## src/rvdec_pkg.sv

```systemverilog
// ----------------------------------------------------------------------------
// rvdec_pkg
// Shared types and encodings for the RV32IM/Zicsr instruction decoder.
// ----------------------------------------------------------------------------
`default_nettype none

package rvdec_pkg;

  // Major opcodes
  localparam logic [6:0] OPC_OP      = 7'h33;
  localparam logic [6:0] OPC_OP_IMM  = 7'h13;
  localparam logic [6:0] OPC_LOAD    = 7'h03;
  localparam logic [6:0] OPC_STORE   = 7'h23;
  localparam logic [6:0] OPC_BRANCH  = 7'h63;
  localparam logic [6:0] OPC_JAL     = 7'h6f;
  localparam logic [6:0] OPC_JALR    = 7'h67;
  localparam logic [6:0] OPC_LUI     = 7'h37;
  localparam logic [6:0] OPC_AUIPC   = 7'h17;
  localparam logic [6:0] OPC_MISCMEM = 7'h0f;
  localparam logic [6:0] OPC_SYSTEM  = 7'h73;

  localparam logic [6:0] F7_BASE   = 7'h00;
  localparam logic [6:0] F7_MULDIV = 7'h01;
  localparam logic [6:0] F7_ALT    = 7'h20;

  localparam logic [11:0] SYS_ECALL  = 12'h000;
  localparam logic [11:0] SYS_EBREAK = 12'h001;
  localparam logic [11:0] SYS_MRET   = 12'h302;

  localparam logic [31:0] UIMM_MASK = 32'hffff_f000;

  // Instruction classes
  localparam logic [3:0] KIND_ILLEGAL = 4'd0;
  localparam logic [3:0] KIND_ALU     = 4'd1;
  localparam logic [3:0] KIND_MULDIV  = 4'd2;
  localparam logic [3:0] KIND_LOAD    = 4'd3;
  localparam logic [3:0] KIND_STORE   = 4'd4;
  localparam logic [3:0] KIND_BRANCH  = 4'd5;
  localparam logic [3:0] KIND_JAL     = 4'd6;
  localparam logic [3:0] KIND_JALR    = 4'd7;
  localparam logic [3:0] KIND_LUI     = 4'd8;
  localparam logic [3:0] KIND_AUIPC   = 4'd9;
  localparam logic [3:0] KIND_FENCE   = 4'd10;
  localparam logic [3:0] KIND_ECALL   = 4'd11;
  localparam logic [3:0] KIND_EBREAK  = 4'd12;
  localparam logic [3:0] KIND_MRET    = 4'd13;
  localparam logic [3:0] KIND_CSR     = 4'd14;

  // ALU operations
  localparam logic [3:0] ALU_ADD  = 4'd0;
  localparam logic [3:0] ALU_SUB  = 4'd1;
  localparam logic [3:0] ALU_SLL  = 4'd2;
  localparam logic [3:0] ALU_SLT  = 4'd3;
  localparam logic [3:0] ALU_SLTU = 4'd4;
  localparam logic [3:0] ALU_XOR  = 4'd5;
  localparam logic [3:0] ALU_SRL  = 4'd6;
  localparam logic [3:0] ALU_SRA  = 4'd7;
  localparam logic [3:0] ALU_OR   = 4'd8;
  localparam logic [3:0] ALU_AND  = 4'd9;

  localparam logic [2:0] F3_ADD  = 3'd0;
  localparam logic [2:0] F3_SLL  = 3'd1;
  localparam logic [2:0] F3_SLT  = 3'd2;
  localparam logic [2:0] F3_SLTU = 3'd3;
  localparam logic [2:0] F3_XOR  = 3'd4;
  localparam logic [2:0] F3_SR   = 3'd5;
  localparam logic [2:0] F3_OR   = 3'd6;
  localparam logic [2:0] F3_AND  = 3'd7;

  localparam logic [2:0] F3_PRIV   = 3'd0;
  localparam logic [2:0] F3_CSR_NA = 3'd4;

  localparam logic [1:0] SIZE_BYTE = 2'd0;
  localparam logic [1:0] SIZE_HALF = 2'd1;
  localparam logic [1:0] SIZE_WORD = 2'd2;

  // Decoded record as held in the result register
  typedef struct packed {
    logic [3:0]  kind;
    logic [3:0]  operation;
    logic [4:0]  dest_reg;
    logic [4:0]  src1_reg;
    logic [4:0]  src2_reg;
    logic [11:0] csr_address;
    logic [31:0] immediate;
    logic        reads_src1;
    logic        reads_src2;
    logic        writes_dest;
    logic [1:0]  access_size;
    logic        access_unsigned;
  } dec_t;

  function automatic logic [3:0] alu_op_of(input logic [2:0] f3);
    logic [3:0] op;
    case (f3)
      F3_ADD:  op = ALU_ADD;
      F3_SLL:  op = ALU_SLL;
      F3_SLT:  op = ALU_SLT;
      F3_SLTU: op = ALU_SLTU;
      F3_XOR:  op = ALU_XOR;
      F3_SR:   op = ALU_SRL;
      F3_OR:   op = ALU_OR;
      F3_AND:  op = ALU_AND;
      default: op = ALU_ADD;
    endcase
    return op;
  endfunction

endpackage

`default_nettype wire

```

## src/rv32im_instruction_decoder.sv

```systemverilog
// ----------------------------------------------------------------------------
// rv32im_instruction_decoder
// RV32IM + Zicsr decoder: instruction word in, decoded record out.
// ----------------------------------------------------------------------------
//  channel | direction | handshake          | payload
//  in_     | input     | in_valid/in_stall   | instr_word, is_full_width
//  out_    | output    | out_valid/out_stall | decoded record (12 fields)
//
//  Two register stages: the input register, then the decode logic feeding the
//  result register. Throughput is 1 transfer per cycle while out_stall is low.
//  rst_n (synchronous) clears both valid bits; payload registers are not reset.
//  out_stall backs up into in_stall only when both stages hold an item.
// ----------------------------------------------------------------------------
`default_nettype none

module rv32im_instruction_decoder (
  input  wire logic               clk,
  input  wire logic               rst_n,
  input  wire logic               in_valid,
  output logic                    in_stall,
  input  wire logic [31:0]        in_instr_word,
  input  wire logic               in_is_full_width,
  output logic                    out_valid,
  input  wire logic               out_stall,
  output logic [3:0]              out_kind,
  output logic [3:0]              out_operation,
  output logic [4:0]              out_dest_reg,
  output logic [4:0]              out_src1_reg,
  output logic [4:0]              out_src2_reg,
  output logic [11:0]             out_csr_address,
  output logic signed [31:0]      out_immediate,
  output logic                    out_reads_src1,
  output logic                    out_reads_src2,
  output logic                    out_writes_dest,
  output logic [1:0]              out_access_size,
  output logic                    out_access_unsigned
);

  logic              s1_valid_r;
  logic [31:0]       s1_word_r;
  logic              s1_full_r;
  logic              out_valid_r;
  rvdec_pkg::dec_t   dec_r;
  rvdec_pkg::dec_t   dec_nxt;
  logic              out_adv;
  logic              s1_load;

  assign out_adv  = !out_valid_r || !out_stall;
  assign in_stall = s1_valid_r && !out_adv;
  assign s1_load  = in_valid && !in_stall;

  always_ff @(posedge clk) begin
    if (!rst_n) begin
      s1_valid_r  <= 1'b0;
      out_valid_r <= 1'b0;
    end else begin
      if (!in_stall) begin
        s1_valid_r <= in_valid;
      end
      if (out_adv) begin
        out_valid_r <= s1_valid_r;
      end
    end
  end

  always_ff @(posedge clk) begin
    if (s1_load) begin
      s1_word_r <= in_instr_word;
      s1_full_r <= in_is_full_width;
    end
    if (out_adv && s1_valid_r) begin
      dec_r <= dec_nxt;
    end
  end

  // Decode
  logic [6:0]  opc;
  logic [2:0]  f3;
  logic [6:0]  f7;
  logic [11:0] sys_field;
  logic [31:0] imm_i;
  logic [31:0] imm_s;
  logic [31:0] imm_b;
  logic [31:0] imm_j;
  logic [31:0] imm_sh;
  logic [3:0]  kind;
  logic [3:0]  op;
  logic [31:0] imm;
  logic [1:0]  size;
  logic        r1;
  logic        r2;
  logic        wr;
  logic        uns;
  logic        bad;
  logic        give_rs1;
  logic        is_csr;

  assign opc       = s1_word_r[6:0];
  assign f3        = s1_word_r[14:12];
  assign f7        = s1_word_r[31:25];
  assign sys_field = s1_word_r[31:20];
  assign imm_i     = {{20{s1_word_r[31]}}, s1_word_r[31:20]};
  assign imm_s     = {{20{s1_word_r[31]}}, s1_word_r[31:25], s1_word_r[11:7]};
  assign imm_b     = {{20{s1_word_r[31]}}, s1_word_r[7], s1_word_r[30:25],
                      s1_word_r[11:8], 1'b0};
  assign imm_j     = {{12{s1_word_r[31]}}, s1_word_r[19:12], s1_word_r[20],
                      s1_word_r[30:21], 1'b0};
  assign imm_sh    = {27'd0, s1_word_r[24:20]};

  always_comb begin
    kind     = rvdec_pkg::KIND_ILLEGAL;
    op       = 4'd0;
    imm      = 32'd0;
    size     = rvdec_pkg::SIZE_BYTE;
    r1       = 1'b0;
    r2       = 1'b0;
    wr       = 1'b0;
    uns      = 1'b0;
    bad      = 1'b0;
    give_rs1 = 1'b0;
    is_csr   = 1'b0;
    case (opc)
      rvdec_pkg::OPC_OP: begin
        r1 = 1'b1;
        r2 = 1'b1;
        wr = 1'b1;
        if (f7 == rvdec_pkg::F7_MULDIV) begin
          kind = rvdec_pkg::KIND_MULDIV;
          op   = {1'b0, f3};
        end else begin
          kind = rvdec_pkg::KIND_ALU;
          op   = rvdec_pkg::alu_op_of(f3);
          if (f3 == rvdec_pkg::F3_ADD || f3 == rvdec_pkg::F3_SR) begin
            // funct7 0x20 selects SUB / SRA, one code above ADD / SRL
            if (f7 == rvdec_pkg::F7_ALT) begin
              op = op + 4'd1;
            end else if (f7 != rvdec_pkg::F7_BASE) begin
              bad = 1'b1;
            end
          end else begin
            bad = (f7 != rvdec_pkg::F7_BASE);
          end
        end
      end
      rvdec_pkg::OPC_OP_IMM: begin
        kind = rvdec_pkg::KIND_ALU;
        r1   = 1'b1;
        wr   = 1'b1;
        imm  = imm_i;
        op   = rvdec_pkg::alu_op_of(f3);
        if (f3 == rvdec_pkg::F3_SLL) begin
          imm = imm_sh;
          bad = (f7 != rvdec_pkg::F7_BASE);
        end else if (f3 == rvdec_pkg::F3_SR) begin
          imm = imm_sh;
          if (f7 == rvdec_pkg::F7_ALT) begin
            op = rvdec_pkg::ALU_SRA;
          end else begin
            bad = (f7 != rvdec_pkg::F7_BASE);
          end
        end
      end
      rvdec_pkg::OPC_LOAD: begin
        kind = rvdec_pkg::KIND_LOAD;
        r1   = 1'b1;
        wr   = 1'b1;
        imm  = imm_i;
        bad  = (f3 == 3'd3) || (f3 == 3'd6) || (f3 == 3'd7);
        size = f3[1:0];
        uns  = f3[2];
      end
      rvdec_pkg::OPC_STORE: begin
        kind = rvdec_pkg::KIND_STORE;
        r1   = 1'b1;
        r2   = 1'b1;
        imm  = imm_s;
        bad  = (f3 > 3'd2);
        size = f3[1:0];
      end
      rvdec_pkg::OPC_BRANCH: begin
        kind = rvdec_pkg::KIND_BRANCH;
        r1   = 1'b1;
        r2   = 1'b1;
        imm  = imm_b;
        // funct3 2 and 3 are unused; the upper four map down by two
        bad  = (f3 == 3'd2) || (f3 == 3'd3);
        op   = f3[2] ? {1'b0, f3} - 4'd2 : {1'b0, f3};
      end
      rvdec_pkg::OPC_JAL: begin
        kind = rvdec_pkg::KIND_JAL;
        wr   = 1'b1;
        imm  = imm_j;
      end
      rvdec_pkg::OPC_JALR: begin
        kind = rvdec_pkg::KIND_JALR;
        r1   = 1'b1;
        wr   = 1'b1;
        imm  = imm_i;
        bad  = (f3 != 3'd0);
      end
      rvdec_pkg::OPC_LUI: begin
        kind = rvdec_pkg::KIND_LUI;
        wr   = 1'b1;
        imm  = s1_word_r & rvdec_pkg::UIMM_MASK;
      end
      rvdec_pkg::OPC_AUIPC: begin
        kind = rvdec_pkg::KIND_AUIPC;
        wr   = 1'b1;
        imm  = s1_word_r & rvdec_pkg::UIMM_MASK;
      end
      rvdec_pkg::OPC_MISCMEM: begin
        kind = rvdec_pkg::KIND_FENCE;
        bad  = (f3 > 3'd1);
      end
      rvdec_pkg::OPC_SYSTEM: begin
        if (f3 == rvdec_pkg::F3_PRIV) begin
          if (s1_word_r[11:7] != 5'd0 || s1_word_r[19:15] != 5'd0) begin
            bad = 1'b1;
          end else if (sys_field == rvdec_pkg::SYS_ECALL) begin
            kind = rvdec_pkg::KIND_ECALL;
          end else if (sys_field == rvdec_pkg::SYS_EBREAK) begin
            kind = rvdec_pkg::KIND_EBREAK;
          end else if (sys_field == rvdec_pkg::SYS_MRET) begin
            kind = rvdec_pkg::KIND_MRET;
          end else begin
            bad = 1'b1;
          end
        end else if (f3 == rvdec_pkg::F3_CSR_NA) begin
          bad = 1'b1;
        end else begin
          kind     = rvdec_pkg::KIND_CSR;
          wr       = 1'b1;
          r1       = !f3[2];
          give_rs1 = 1'b1;   // uimm forms still pass bits 19..15
          is_csr   = 1'b1;
          op       = f3[2] ? {1'b0, f3} - 4'd2 : {1'b0, f3} - 4'd1;
        end
      end
      default: begin
        bad = 1'b1;
      end
    endcase
  end

  always_comb begin
    dec_nxt = '0;
    if (s1_full_r && !bad) begin
      dec_nxt.kind            = kind;
      dec_nxt.operation       = op;
      dec_nxt.dest_reg        = wr ? s1_word_r[11:7] : 5'd0;
      dec_nxt.src1_reg        = (r1 || give_rs1) ? s1_word_r[19:15] : 5'd0;
      dec_nxt.src2_reg        = r2 ? s1_word_r[24:20] : 5'd0;
      dec_nxt.csr_address     = is_csr ? sys_field : 12'd0;
      dec_nxt.immediate       = imm;
      dec_nxt.reads_src1      = r1;
      dec_nxt.reads_src2      = r2;
      dec_nxt.writes_dest     = wr;
      dec_nxt.access_size     = size;
      dec_nxt.access_unsigned = uns;
    end
  end

  assign out_valid           = out_valid_r;
  assign out_kind            = dec_r.kind;
  assign out_operation       = dec_r.operation;
  assign out_dest_reg        = dec_r.dest_reg;
  assign out_src1_reg        = dec_r.src1_reg;
  assign out_src2_reg        = dec_r.src2_reg;
  assign out_csr_address     = dec_r.csr_address;
  assign out_immediate       = $signed(dec_r.immediate);
  assign out_reads_src1      = dec_r.reads_src1;
  assign out_reads_src2      = dec_r.reads_src2;
  assign out_writes_dest     = dec_r.writes_dest;
  assign out_access_size     = dec_r.access_size;
  assign out_access_unsigned = dec_r.access_unsigned;

endmodule

`default_nettype wire

```

## config.mk

```make
export PLATFORM = sky130hd
export DESIGN_NAME = rv32im_instruction_decoder
export DESIGN_NICKNAME = d
export VERILOG_FILES = /design/src/rvdec_pkg.sv /design/src/rv32im_instruction_decoder.sv
export SDC_FILE = /design/constraint.sdc
export NUM_CORES = 1
export LEC_CHECK = 0
export BUFFER_PORTS_ARGS = -buffer_cell sky130_fd_sc_hd__buf_2
export CELL_PAD_IN_SITES_DETAIL_PLACEMENT = 1
export CELL_PAD_IN_SITES_GLOBAL_PLACEMENT = 1
export CORE_ASPECT_RATIO = 1.25
export CORE_MARGIN = 10
export CORE_UTILIZATION = 44
export CTS_CLUSTER_DIAMETER = 60
export DETAILED_ROUTE_END_ITERATION = 6
export GPL_ROUTABILITY_DRIVEN = 0
export HOLD_SLACK_MARGIN = 0.08
export PLACE_DENSITY_LB_ADDON = 0.15
export SYNTH_ARGS = -nofsm -noshare
export SYNTH_HDL_FRONTEND = slang
export SYNTH_SLANG_ARGS = --single-unit
export TNS_END_PERCENT = 10
```

## constraint.sdc

```tcl
create_clock -name clk -period 8.75 [get_ports clk]
set_clock_uncertainty 0.15 [all_clocks]
set_input_delay 1.75 -clock clk [delete_from_list [all_inputs] [get_ports clk]]
set_output_delay 1.75 -clock clk [all_outputs]
set_load 0.02 [all_outputs]
```

==> impl_metrics.csv <==
group,metric,value,unit
synth,ys_seq_area_share,58.90,%
sta,hold_viol,0,
finish,fin_cells,729,
route,ant_nets,0,
finish,fillers,1317,
global_route,grt_overflow_total,0,
floorplan,core_area,12600,um^2
placement,dpl-instance-area,6252,um^2
hold_path,whs_path_depth,2,
placement,place_hpwl,11630,um
synth,synth.area.top_cells,"edfxtp_1 57%, nor3_2 5.0%, nand2_1 3.7%",
route,wl_per_cell,21.97,um
finish,diodes,0,
run_status,status,"finished, final reports clean",
power_and_ir_drop,ir_worst_vdd,0.09906,mV
sta,tightest_slew,1.199,ns
hold_path,hold_class,"flop to flop",
finish,mostFrequentLayoutCells,"111 x buf_2, 106 x edfxtp_1, 55 x nand2_1",
route,drt_pass1_iterations,4,
synth,synthCells,457,
critical_path,cp_num_buf_inv,2,
global_route,grtUsageTotal,17.81,%
placement,io_buffers,111,
finish,drive_gt1_share,32.09,%
critical_path,critPathMaxStageDelay,0.20,ns
critical_path,worstSetupStartpointType,"primary input",
hold_path,hp-start,"s1_valid_r",
route,viasPerCell,5.624,
finish,layout_commonest_cell,"buf_2",
sta,tns,0,ns
critical_path,reg2reg_from,"s1_word_r[4]",
critical_path,cp-end-kind,"output pin",
sta,setup_slack,4.603,ns
power_and_ir_drop,clkPwrFrac,36.9,%
synth,syn_nets,507,
route,wl,16010,um
route,drc,0,
critical_path,cp_slowest_cell,"and3_1",
floorplan,die_height,146.2,um
synth,synth.avg_cell_area,12.27,um^2
synth,ys.flop_type,"edfxtp_1",
hold_path,hold_path_end,"out_valid",
sta,min_period,4.147,ns
power_and_ir_drop,switchingPower,0.3142,mW
flow_run,maxCapViolCount,0,
global_route,grt_pass1_wl,24870,um
synth,yosysWarnings,0,
power_and_ir_drop,p_leak,2.278,nW
critical_path,path_class,"primary input to output pin",
critical_path,crit_top_cell,"buf_2",
global_route,grt_pass1_vias,4404,
synth,async_reset_ff_share,0,%
finish,nets,606,
route,drt-initial-drc-count,440,
synth,synth_top_area_share,56.76,%
sta,slew_headroom,19.83,%
synth,synthesis.area,5608,um^2
floorplan,die_width,121.0,um
placement,pre_cts_slack,4.591,ns
power_and_ir_drop,p_int,0.8848,mW
power_and_ir_drop,p_per_area,182.4,nW/um^2
critical_path,worst-path-max-fanout,3,
critical_path,cp_top_family,"buffers and inverters",
synth,synth_edf_count,106,
sta,period_share,47.39,%
critical_path,r2r_end,"out_immediate[23]",
floorplan,rows,46,
synth,yosys_register_bits,112,
critical_path,arrival,2.25,ns
clock_network,cts_resized,0,
global_route,grt_start_max_net_pins,74,
clock_network,cts.path.max_buffers,2,
finish,syn2layout_area_growth,17.22,%
synth,synth_top_area_cell,"edfxtp_1",
sta,rsz0062_at_grt,"no",
global_route,antenna_found_initial,0,
clock_network,clkTransAtPathRegs,0.08,ns
finish,finalInstanceArea,6574,um^2
clock_network,cts-buffers-inserted,9,
synth,synth_cell_types,71,
clock_network,hold_buffers,0,
clock_network,htreeDepth,3,
sta,setup_viol,0,
critical_path,reg2reg_depth,5,
sta,slew_viol_final,0,
power_and_ir_drop,pwr-share-seq,53.6,%
sta,fmax,0.2412,GHz
power_and_ir_drop,swShare,26.20,%
critical_path,worstPathCellList,"buf_2, and3_1, buf_2",
clock_network,clk_latency,0.36,ns
power_and_ir_drop,power_frac_comb,9.5,%
floorplan,io_pins,112,
placement,dp.cells,713,
route,vias,4100,
clock_network,cts_tree,"done",
clock_network,clock_sinks,112,
critical_path,required,6.85,ns
floorplan,start_util,44.49,%
finish,final_util,52.15,%
critical_path,rrSetupSlack,5.17,ns
clock_network,clock-root-buffer,"clkbuf_16",
floorplan,dieArea,17690,um^2
clock_network,postCtsSetupRepairBufs,0,
[kinds of logic (layout without fill, tap and decap cells)]
family | count (synthesis) | in the layout | synth area share [%]
multiplexers | 10 | 10 | 1.807
flip-flops | 112 | 112 | 58.90
buffers and inverters | 45 | 149 | 4.306
XOR/XNOR | 2 | 2 | 0.3124
AND/OR/NAND/NOR | 196 | 196 | 21.82
adder cells (fa/ha/maj) | 13 | 13 | 2.901
AO/OA/AOI/OAI | 79 | 79 | 9.951
[per-layer routing]
metal | wire (um) | up-vias | track usage (%)
met3 | 768 | 12 | 3.935
met4 | 169 | 0 | 4.293
met5 | 0 | - | 0
met1 | 6358 | 2084 | 20.48
met2 | 8716 | 97 | 32.31
li1 | - | 1907 | -
[layout make-up]
class / instances / area (um^2) / area share [%]
Inverter: 17 / 63.81 / 0.9707
Timing Repair Buffer: 116 / 593.1 / 9.022
Clock buffer: 9 / 225.2 / 3.426
Tap cell: 168 / 210.2 / 3.198
Sequential cell: 112 / 3303 / 50.25
Clock inverter: 7 / 96.34 / 1.466
Multi-Input combinational cell: 300 / 2082 / 31.67
[through the flow]
step | hold slack, ns | total power, mW
2_1_floorplan | 0.3157 | 0.7230
6_report | 0.3969 | 1.199
3_5_place_dp | 0.3726 | 0.7698
5_1_grt | 0.4514 | 1.233
3_3_place_gp | 0.3442 | 0.7628
4_1_cts | 0.3950 | 1.202
[worst max-delay path by stage]
| stage | end | slack (ns) | depth (start not counted) | startpoint |
|---|---|---|---|---|
| after global placement | in_stall | 4.62 | 3 | out_stall |
| after detailed placement | in_stall | 4.59 | 3 | out_stall |
| after global routing | in_stall | 4.56 | 3 | out_stall |
| after CTS | in_stall | 4.59 | 3 | out_stall |
| final | in_stall | 4.60 | 3 | out_stall |
| after floorplan | out_access_size[0] | 0.92 | 1 | out_stall |
[tightest hold or removal path, stage by stage (launching register included)]
cell,delay [ns]
dfxtp_1,0.33
a21oi_1,0.12
nor2b_1,0.05
[synthesized netlist by cell type (5+ instances only)]
master and instances:
clkbuf_1 7, buf_2 10, and2_1 14, edfxtp_1 106, nor3_1 12, nor2_1 24, ha_1 13, buf_6 5
nor3_2 28, nor4_1 5, mux2i_1 9, nand2b_1 5, a22oi_1 5, o21ai_0 9, a21oi_1 29, nor2b_1 6
nand2_1 55, buf_4 6, nand4_1 5, inv_1 17, and3_1 5, nand3_1 12, dfxtp_1 6
[power groups by stage]
| stage | Sequential [mW] | Combinational (mW) | Clock (mW) |
|---|---|---|---|
| 2_1_floorplan | 0.668 | 0.0554 | 0 |
| 3_3_place_gp | 0.653 | 0.110 | 0 |
| 3_5_place_dp | 0.655 | 0.115 | 0 |
| 4_1_cts | 0.643 | 0.116 | 0.444 |
| 5_1_grt | 0.647 | 0.124 | 0.462 |
| 6_report | 0.643 | 0.114 | 0.442 |
Power figures use the tool's default switching activity.
